**src/hw/rtl/drt_pkg.sv**
```systemverilog
// types, codes and date helpers for the dated record table
package drt_pkg;

  localparam int OP_W     = 2;
  localparam int YEAR_W   = 12;
  localparam int MONTH_W  = 4;
  localparam int DAY_W    = 5;
  localparam int LABEL_W  = 64;
  localparam int STATUS_W = 2;
  localparam int SLOT_W   = 4;
  localparam int CENT_W   = 6;
  localparam int BYTES    = LABEL_W / 8;

  localparam logic [OP_W-1:0] OP_ADD    = 2'd0;
  localparam logic [OP_W-1:0] OP_SEARCH = 2'd1;
  localparam logic [OP_W-1:0] OP_EDIT   = 2'd2;
  localparam logic [OP_W-1:0] OP_DELETE = 2'd3;

  localparam logic [STATUS_W-1:0] ST_DONE      = 2'd0;
  localparam logic [STATUS_W-1:0] ST_NOT_FOUND = 2'd1;
  localparam logic [STATUS_W-1:0] ST_BAD_DATE  = 2'd2;
  localparam logic [STATUS_W-1:0] ST_FULL      = 2'd3;

  localparam logic [YEAR_W-1:0]  YEAR_MIN  = 12'd1000;
  localparam logic [YEAR_W-1:0]  YEAR_END  = 12'd3000;
  localparam logic [MONTH_W-1:0] MONTH_FEB = 4'd2;
  localparam logic [MONTH_W-1:0] MONTH_MAX = 4'd12;

  // floor(y / 100) as (y * 5243) >> 19, exact for every 12-bit year
  localparam int RECIP_W     = 25;
  localparam int RECIP_SHIFT = 19;
  localparam logic [RECIP_W-1:0] RECIP_100 = 25'd5243;

  typedef struct packed {
    logic [OP_W-1:0]    op;
    logic [YEAR_W-1:0]  rec_year;
    logic [MONTH_W-1:0] rec_month;
    logic [DAY_W-1:0]   rec_day;
    logic [LABEL_W-1:0] rec_label;
    logic [YEAR_W-1:0]  new_year;
    logic [MONTH_W-1:0] new_month;
    logic [DAY_W-1:0]   new_day;
    logic [LABEL_W-1:0] new_label;
  } cmd_t;

  typedef struct packed {
    logic [STATUS_W-1:0] status;
    logic [SLOT_W-1:0]   slot;
    logic [YEAR_W-1:0]   found_year;
    logic [MONTH_W-1:0]  found_month;
    logic [DAY_W-1:0]    found_day;
  } res_t;

  typedef struct packed {
    logic [YEAR_W-1:0]  year;
    logic [MONTH_W-1:0] month;
    logic [DAY_W-1:0]   day;
    logic [LABEL_W-1:0] label;
  } rec_t;

  // clear every byte above the first zero byte
  function automatic logic [LABEL_W-1:0] norm_label(input logic [LABEL_W-1:0] v);
    logic [LABEL_W-1:0] r;
    logic               stop;
    r    = '0;
    stop = 1'b0;
    for (int b = 0; b < BYTES; b++) begin
      if (v[8*b +: 8] == 8'd0) begin
        stop = 1'b1;
      end
      if (!stop) begin
        r[8*b +: 8] = v[8*b +: 8];
      end
    end
    return r;
  endfunction

  function automatic logic [CENT_W-1:0] century(input logic [YEAR_W-1:0] y);
    logic [RECIP_W-1:0] p;
    p = RECIP_W'(y) * RECIP_100;
    return p[RECIP_SHIFT +: CENT_W];
  endfunction

  function automatic logic [DAY_W-1:0] month_len(input logic [MONTH_W-1:0] m);
    logic [DAY_W-1:0] n;
    case (m)
      4'd2:                   n = 5'd28;
      4'd4, 4'd6, 4'd9, 4'd11: n = 5'd30;
      default:                n = 5'd31;
    endcase
    return n;
  endfunction

  // cent is the registered floor(y / 100)
  function automatic logic date_ok(input logic [YEAR_W-1:0]  y,
                                   input logic [MONTH_W-1:0] m,
                                   input logic [DAY_W-1:0]   d,
                                   input logic [CENT_W-1:0]  cent);
    logic [YEAR_W-1:0] base;
    logic              leap;
    logic [DAY_W-1:0]  lim;
    base = YEAR_W'(YEAR_W'(cent) * YEAR_W'(100));
    leap = ((y[1:0] == 2'd0) && (y != base)) || ((y == base) && (cent[1:0] == 2'd0));
    lim  = month_len(m) + DAY_W'((m == MONTH_FEB) && leap);
    return (y >= YEAR_MIN) && (y < YEAR_END) && (m != '0) && (m <= MONTH_MAX) &&
           (d != '0) && (d <= lim);
  endfunction

endpackage

```
**src/hw/rtl/drt_ifs.sv**
```systemverilog
// command and result channel interfaces of the dated record table
interface drt_cmd_if;
  import drt_pkg::*;
  logic valid;
  logic ready;
  cmd_t data;
  modport source (output valid, output data, input ready);
  modport sink (input valid, input data, output ready);
endinterface

interface drt_res_if;
  import drt_pkg::*;
  logic valid;
  logic ready;
  res_t data;
  modport source (output valid, output data, input ready);
  modport sink (input valid, input data, output ready);
endinterface

```
**src/hw/rtl/dated_record_table.sv**
```systemverilog
// dated record table: add, search, edit and delete over a record memory
//
// cmd carries one command item (op, key date and name, replacement date and
// name); res returns exactly one result item per command (status, slot and
// the date found by a search). Both use valid/ready; an item moves at a
// rising edge with valid and ready high.
//
// A command is taken only while the block is idle. It then works out the
// century quotient of both years (S_YEAR), checks the dates (S_DATE), and
// scans the record memory one entry per cycle through its single registered
// read port, stopping at the first hit. S_ACT then acts on the scan result
// (the write-back on a hit) and S_DONE loads the output register once it is
// free. A command whose key date is bad (any op but search) skips the scan;
// otherwise the scan length sets how long a command takes.
//
// Reset empties the table at once: a valid bit per entry makes an entry never
// written read as a free slot. No clearing pass is needed.
// The result stays in the output register until taken; while it waits the
// next command may already be accepted and worked on up to its result.
module dated_record_table #(
  parameter int ENTRIES = 16
) (
  input logic    clk,
  input logic    rst,
  drt_cmd_if.sink   cmd,
  drt_res_if.source res
);
  import drt_pkg::*;

  localparam int IW = (ENTRIES > 1) ? $clog2(ENTRIES) : 1;
  localparam int CW = $clog2(ENTRIES + 1);

  localparam logic [2:0] S_IDLE = 3'd0;
  localparam logic [2:0] S_YEAR = 3'd1;
  localparam logic [2:0] S_DATE = 3'd2;
  localparam logic [2:0] S_SCAN = 3'd3;
  localparam logic [2:0] S_ACT  = 3'd4;
  localparam logic [2:0] S_DONE = 3'd5;

  logic [2:0]        state;
  cmd_t              cmd_in;
  cmd_t              cmd_q;
  logic [CENT_W-1:0] cent_rec;
  logic [CENT_W-1:0] cent_new;
  logic              new_ok;
  logic              rec_ok;
  logic [CW-1:0]     issue;
  logic              rd_live;
  logic [IW-1:0]     rd_idx;
  logic [IW-1:0]     rd_addr;
  rec_t              rd_raw;
  logic              rd_vld;
  rec_t              rd_cur;
  logic              hit_now;
  logic              found;
  logic [IW-1:0]     hit_idx;
  rec_t              hit_rec;
  res_t              pend;
  res_t              pend_next;
  logic              out_valid;
  res_t              out_data;
  logic              wr_en;
  rec_t              wr_rec;
  logic [IW+SLOT_W-1:0] slot_ext;

  rec_t              mem [ENTRIES];
  logic [ENTRIES-1:0] vld;

  assign cmd.ready = (state == S_IDLE);
  assign res.valid = out_valid;
  assign res.data  = out_data;

  assign rd_addr = issue[IW-1:0];
  assign rd_cur  = rd_vld ? rd_raw : '0;
  assign rec_ok  = date_ok(cmd_q.rec_year, cmd_q.rec_month, cmd_q.rec_day, cent_rec);

  // incoming command with both names trimmed
  always_comb begin
    cmd_in           = cmd.data;
    cmd_in.rec_label = norm_label(cmd.data.rec_label);
    cmd_in.new_label = norm_label(cmd.data.new_label);
  end

  always_comb begin
    case (cmd_q.op)
      OP_ADD:    hit_now = (rd_cur.year == '0);
      OP_SEARCH: hit_now = (rd_cur.year != '0) && (rd_cur.label == cmd_q.rec_label);
      default:   hit_now = (rd_cur.year != '0) && (rd_cur.year == cmd_q.rec_year) &&
                           (rd_cur.month == cmd_q.rec_month) &&
                           (rd_cur.day == cmd_q.rec_day) &&
                           (rd_cur.label == cmd_q.rec_label);
    endcase
  end

  // write-back of the hit entry
  always_comb begin
    wr_en  = (state == S_ACT) && found && (cmd_q.op != OP_SEARCH) &&
             !((cmd_q.op == OP_EDIT) && !new_ok);
    case (cmd_q.op)
      OP_ADD:  wr_rec = '{cmd_q.rec_year, cmd_q.rec_month, cmd_q.rec_day, cmd_q.rec_label};
      OP_EDIT: wr_rec = '{cmd_q.new_year, cmd_q.new_month, cmd_q.new_day, cmd_q.new_label};
      default: wr_rec = '0;
    endcase
  end

  assign slot_ext = {{SLOT_W{1'b0}}, hit_idx};

  always_comb begin
    pend_next = '0;
    if (!found) begin
      pend_next.status = (cmd_q.op == OP_ADD) ? ST_FULL : ST_NOT_FOUND;
    end else if ((cmd_q.op == OP_EDIT) && !new_ok) begin
      pend_next.status = ST_BAD_DATE;
    end else begin
      pend_next.status = ST_DONE;
      pend_next.slot   = slot_ext[SLOT_W-1:0];
      if (cmd_q.op == OP_SEARCH) begin
        pend_next.found_year  = hit_rec.year;
        pend_next.found_month = hit_rec.month;
        pend_next.found_day   = hit_rec.day;
      end
    end
  end

  // record memory, one read and one write port
  always_ff @(posedge clk) begin
    if (wr_en) begin
      mem[hit_idx] <= wr_rec;
    end
    rd_raw <= mem[rd_addr];
  end

  always_ff @(posedge clk) begin
    if (rst) begin
      vld    <= '0;
      rd_vld <= 1'b0;
    end else begin
      if (wr_en) begin
        vld[hit_idx] <= 1'b1;
      end
      rd_vld <= vld[rd_addr];
    end
  end

  always_ff @(posedge clk) begin
    if (rst) begin
      state     <= S_IDLE;
      out_valid <= 1'b0;
      rd_live   <= 1'b0;
      issue     <= '0;
      found     <= 1'b0;
    end else begin
      // S_DONE reloads the output register itself
      if (out_valid && res.ready && (state != S_DONE)) begin
        out_valid <= 1'b0;
      end
      rd_live <= (state == S_SCAN) && (issue < CW'(ENTRIES));
      rd_idx  <= rd_addr;
      unique case (state)
        S_IDLE: begin
          if (cmd.valid) begin
            cmd_q <= cmd_in;
            state <= S_YEAR;
          end
        end
        S_YEAR: begin
          cent_rec <= century(cmd_q.rec_year);
          cent_new <= century(cmd_q.new_year);
          state    <= S_DATE;
        end
        S_DATE: begin
          new_ok <= date_ok(cmd_q.new_year, cmd_q.new_month, cmd_q.new_day, cent_new);
          issue  <= '0;
          found  <= 1'b0;
          if ((cmd_q.op != OP_SEARCH) && !rec_ok) begin
            pend  <= '{status: ST_BAD_DATE, default: '0};
            state <= S_DONE;
          end else begin
            state <= S_SCAN;
          end
        end
        S_SCAN: begin
          if (issue < CW'(ENTRIES)) begin
            issue <= issue + CW'(1);
          end
          if (rd_live && hit_now) begin
            found   <= 1'b1;
            hit_idx <= rd_idx;
            hit_rec <= rd_cur;
            state   <= S_ACT;
          end else if (!rd_live && (issue == CW'(ENTRIES))) begin
            state <= S_ACT;
          end
        end
        S_ACT: begin
          pend  <= pend_next;
          state <= S_DONE;
        end
        S_DONE: begin
          if (!out_valid || res.ready) begin
            out_valid <= 1'b1;
            out_data  <= pend;
            state     <= S_IDLE;
          end
        end
        default: state <= S_IDLE;
      endcase
    end
  end

  a_full_only_add: assert property (@(posedge clk) disable iff (rst)
    (state == S_ACT) && !found && (pend_next.status == ST_FULL) |-> cmd_q.op == OP_ADD)
    else $error("full reported for an op other than add");

  a_write_needs_hit: assert property (@(posedge clk) disable iff (rst)
    wr_en |-> found && (state == S_ACT))
    else $error("memory write without a hit entry");

  a_issue_bound: assert property (@(posedge clk) disable iff (rst)
    issue <= CW'(ENTRIES))
    else $error("scan counter ran past the table");

  a_result_clean: assert property (@(posedge clk) disable iff (rst)
    out_valid && (out_data.status != ST_DONE) |->
      (out_data.slot == '0) && (out_data.found_year == '0))
    else $error("failed command reports a slot or date");

  a_no_lost_result: assert property (@(posedge clk) disable iff (rst)
    out_valid && !res.ready |=> out_valid && $stable(out_data))
    else $error("waiting result was overwritten");

endmodule
```
**src/flat_wrapper.sv**
```systemverilog
// flat-port wrapper written by rule: the top's interface ports become plain ports
module dated_record_table_flat import drt_pkg::*;
#(
  parameter int ENTRIES = 16
)
  (clk, rst, cmd_valid, cmd_data, cmd_ready, res_valid, res_data, res_ready);
  drt_cmd_if cmd_i ();
  drt_res_if res_i ();
  input logic clk;
  input logic rst;
  input wire logic [$bits(cmd_i.valid)-1:0] cmd_valid;
  input wire logic [$bits(cmd_i.data)-1:0] cmd_data;
  output wire logic [$bits(cmd_i.ready)-1:0] cmd_ready;
  output wire logic [$bits(res_i.valid)-1:0] res_valid;
  output wire logic [$bits(res_i.data)-1:0] res_data;
  input wire logic [$bits(res_i.ready)-1:0] res_ready;
  assign cmd_i.valid = cmd_valid;
  assign cmd_i.data = cmd_data;
  assign cmd_ready = cmd_i.ready;
  assign res_valid = res_i.valid;
  assign res_data = res_i.data;
  assign res_i.ready = res_ready;
  dated_record_table #(.ENTRIES(ENTRIES)) u_core (.clk(clk), .rst(rst), .cmd(cmd_i), .res(res_i));
endmodule
```
**config.mk**
```make
export PLATFORM = sky130hd
export DESIGN_NAME = dated_record_table_flat
export DESIGN_NICKNAME = d
export VERILOG_FILES = /design/src/hw/rtl/drt_pkg.sv /design/src/hw/rtl/drt_ifs.sv /design/src/hw/rtl/dated_record_table.sv /design/src/flat_wrapper.sv
export SDC_FILE = /design/constraint.sdc
export NUM_CORES = 2
export LEC_CHECK = 0
export ABC_AREA = 1
export BUFFER_PORTS_ARGS = -buffer_cell sky130_fd_sc_hd__buf_4
export CORE_AREA = 8 8 507 260
export CTS_CLUSTER_DIAMETER = 150
export CTS_CLUSTER_SIZE = 20
export DETAILED_ROUTE_END_ITERATION = 10
export DIE_AREA = 0 0 515 268
export GPL_TIMING_DRIVEN = 1
export PLACE_DENSITY = 0.77
export SYNTH_ARGS = -nofsm -noshare
export SYNTH_HDL_FRONTEND = slang
export SYNTH_SLANG_ARGS = --single-unit
```
**constraint.sdc**
```tcl
create_clock -name clk -period 11.2 [get_ports clk]
set_input_delay 1.12 -clock clk [delete_from_list [all_inputs] [get_ports clk]]
set_output_delay 1.12 -clock clk [all_outputs]
set_load 0.01 [all_outputs]
```
==> run_results.csv <==
group,metric,value,unit
timing,fin_setup_tns,0,ns
die,rows,92,
synthesis,yosysTopAreaCell,"edfxtp_1",
critical_path,cp_top_family,"adder cells",
clocking,cts_root_buf,"clkbuf_16",
clocking,clock_sinks,1741,
critical_path,critical_path.max_stage_delay,0.63,ns
drt,dr_total_vias,49900,
die,core,0.125,mm^2
critical_path,crit_slowest_cell,"edfxtp_1",
critical_path,r2r_start,"u_core.cmd_q[164]",
power,p_total,14.5,mW
power,peakVddDrop,151,uV
clocking,tritoncts,"built",
timing,min_period,5.25,ns
critical_path,endpoint,"u_core.cent_rec[5]",
layout,drive_gt1_frac,0.0762,
place,hpwlAfterDp,121,mm
critical_path,path_cells,"fa_1, fa_1, inv_1, fa_1, fa_1, inv_1, fa_1, ha_1, nand2_1, nor2_1, o21ai_0, o211ai_1, nand2_1, nand3_1, nand2_1, nand2_1, a21oi_1, xnor2_1",
drt,firstDrtPassIters,6,
global_routing,top_usage_layer,"met1",
synthesis,yosys_warnings,0,
place,gp_congestion,0.993,
synthesis,ys_seq_area_frac,0.690,
power,p_leak,29.6,nW
global_routing,grt_pass1_vias,46800,
power,netSwitchingPower,4.33,mW
power,power.switching_fraction,0.299,
synthesis,async_flop_share,0,
timing,setup_viol,0,
critical_path,critPathKind,"reg -> reg",
global_routing,grt_pass1_wl,302,mm
flow_run,drv_cap,0,
drt,via_per_inst,6.24,
synthesis,synth.cell_area,0.0742,mm^2
die,die_w,515,um
clocking,cts.path.max_buffers,3,
power,p_comb_frac,0.228,
layout,final_cell_mix,"edfxtp_1, nor2_1, o21ai_0",
critical_path,cp.required,11.71,ns
timing,setup_slack,5.95,ns
hold_path,hold_path_class,"reg -> reg",
critical_path,path_max_fanout,10,
layout,multiInputGateArea,0.0202,mm^2
drt,routedWlPerCell,25.8,um
timing,clock_skew,0.0379,ns
drt,drc,0,
clocking,ctsHoldBuffers,0,
die,die_h,268,um
layout,fillerInstances,9014,
drt,drt_wl_total,206,mm
clocking,post_cts_buffers,0,
power,pwr-share-seq,0.516,
clocking,clkLatencyLatePin,0.75,ns
place,numPortBuffers,204,
synthesis,synth_top_area_frac,0.659,
place,detailedPlace.worstSlack,6.06,ns
layout,seqCellArea,0.0512,mm^2
synthesis,synthTopCellsByArea,"edfxtp_1, o21ai_0, nor2_1",
timing,slew_viol_final,0,
clocking,clk_pin_slew,0.10,ns
synthesis,synth_edf_count,1628,
critical_path,worst_setup_path_end_kind,"flop",
global_routing,grtUsageMet2,0.416,
status,status,"completed",
timing,finalHoldViolCount,0,
timing,fmax,190,MHz
place,placed_area,0.0778,mm^2
power,clkPwrFrac,0.256,
power,powerDensity,180,mW/mm^2
global_routing,grt.total_usage,0.291,
critical_path,cpMostUsedCell,"fa_1",
drt,drtIter0Drc,8194,
global_routing,grt-ovfl-total,0,
critical_path,r2r-end,"u_core.cent_rec[5]",
global_routing,antenna_found_initial,10,
global_routing,grt_use_met3,0.0770,
synthesis,synth_ff_type,"edfxtp_1",
timing,finalCritPeriodShare,0.469,
layout,fin_area,0.0806,mm^2
timing,tightest_slew,1.44,ns
clocking,cts_made_buffers,97,
clocking,h-tree-depth,3,
critical_path,critPathLaunch,"u_core.cmd_q[164]",
critical_path,worstSetupStartpointType,"flop",
synthesis,ys_seq_elements,1741,
timing,relSlewSlack,0.0417,
critical_path,critPathBufInv,2,
synthesis,post_synth.cell_area_avg,12.1,um^2
die,ios,205,
timing,grt_setup_unrepaired,"no",
layout,fin_nets,6728,
synthesis,syn_inst,6112,
die,start_util,0.595,
die,die-area,0.138,mm^2
critical_path,reg2reg_slack,5.95,ns
critical_path,r2r_cells,18,
global_routing,grtUsageMet1,0.441,
global_routing,grt_max_degree,239,
power,p_int,10.2,mW
synthesis,yosysUniqueCellTypes,48,
critical_path,worst-path-stages,18,
critical_path,worstPathArrival,5.76,ns
layout,layout_commonest_cell,"edfxtp_1",
drt,detail-route-antenna-nets,0,
clocking,post_cts_resized,0,
layout,syn_to_final_growth,8.67,%
-- cell type report --
cell class / count / share of cell area
clock inverters: 6 / 0.00129
well taps: 1692 / 0.0263
clock buffers: 160 / 0.0330
repair buffers: 331 / 0.0318
inverters: 463 / 0.0218
flip-flops and latches: 1741 / 0.635
diodes: 7 / 0.000217
multi-input cells: 3595 / 0.251
-- registers in the layout (all words and copies together) (netlist names) --
name	flops
u_core.new_ok	1
u_core.hit_idx	4
u_core.state	3
u_core.vld	16
u_core.cent_rec	6
u_core.rd_live	1
u_core.res.data	27
u_core.cent_new	6
u_core.found	1
u_core.pend	27
u_core.issue	5
u_core.hit_rec	21
u_core.mem	1360
u_core.res.valid	1
u_core.rd_idx	4
u_core.rd_raw	85
u_core.rd_vld	1
u_core.cmd_q	172
-- cell usage after synthesis (2+ instances only) --
library cell / number
nand4_1: 111
nand2_1: 728
o21bai_1: 8
nor4_1: 29
nand3_1: 102
ha_1: 229
o22ai_1: 361
nand3_2: 3
o221ai_1: 4
a21oi_1: 71
xnor2_1: 9
fa_1: 94
o21ai_0: 782
o21a_1: 16
or2_2: 5
o2111ai_1: 3
a21o_1: 3
buf_1: 19
xor2_1: 41
a22o_1: 4
buf_2: 11
inv_1: 461
dfxtp_1: 113
nor2_1: 945
o211ai_1: 3
clkbuf_1: 276
nand2_2: 2
nor3_1: 18
buf_6: 6
edfxtp_1: 1628
buf_4: 6
a211oi_1: 5
-- worst register-to-register path, cell delays in order (launching register included) --
cell and delay, ns:
edfxtp_1 0.63, fa_1 0.64, fa_1 0.55, inv_1 0.05, fa_1 0.48, fa_1 0.50
inv_1 0.05, fa_1 0.43, ha_1 0.34, nand2_1 0.13, nor2_1 0.27, o21ai_0 0.20
o211ai_1 0.15, nand2_1 0.08, nand3_1 0.15, nand2_1 0.07, nand2_1 0.09, a21oi_1 0.08
xnor2_1 0.13
-- worst min path at each step --
stage	from	end	slack, ns	cells after the start
after floorplan	u_core.rd_idx[0]	u_core.hit_idx[0]	0.40	0
after detailed placement	u_core.pend[15]	u_core.res.data[15]	0.40	0
after global routing	u_core.pend[19]	u_core.res.data[19]	0.43	0
final	u_core.pend[19]	u_core.res.data[19]	0.41	0
after global placement	u_core.rd_idx[0]	u_core.hit_idx[0]	0.40	0
after CTS	u_core.pend[19]	u_core.res.data[19]	0.42	0
-- stage by stage --
step           std cells  hold slack, ns  utilization
2_1_floorplan       6117           0.400            -
3_3_place_gp        7822           0.401        0.624
3_5_place_dp        7822           0.405        0.624
4_1_cts             7988           0.422        0.646
5_1_grt             7994           0.433        0.646
6_report            7995           0.414        0.646
-- cell families after synthesis --
group                      synth area share
and+or+nand+nor                       0.106
xor gates and xnor gates            0.00590
DFF                                   0.690
buffers and inverters                0.0406
adders and majority gates            0.0640
AOI/OAI and AO/OA                    0.0940
other                             0.0000506
-- power by group through the flow --
stage          logic, mW  clock network (mW)  registers (mW)
2_1_floorplan       2.20                   0            7.60
3_3_place_gp        3.16                   0            7.62
3_5_place_dp        3.19                   0            7.62
4_1_cts             3.23                3.72            7.47
5_1_grt             3.71                3.95            7.49
6_report            3.31                3.71            7.48
-- layer usage --
| layer | vias to the layer above | part of all wire |
|---|---|---|
| met5 | - | 0.000053 |
| met3 | 379 | 0.14 |
| met2 | 3651 | 0.43 |
| met1 | 24000 | 0.40 |
| met4 | 2 | 0.033 |
| li1 | 21900 | - |
Power figures use the tool's default switching activity.
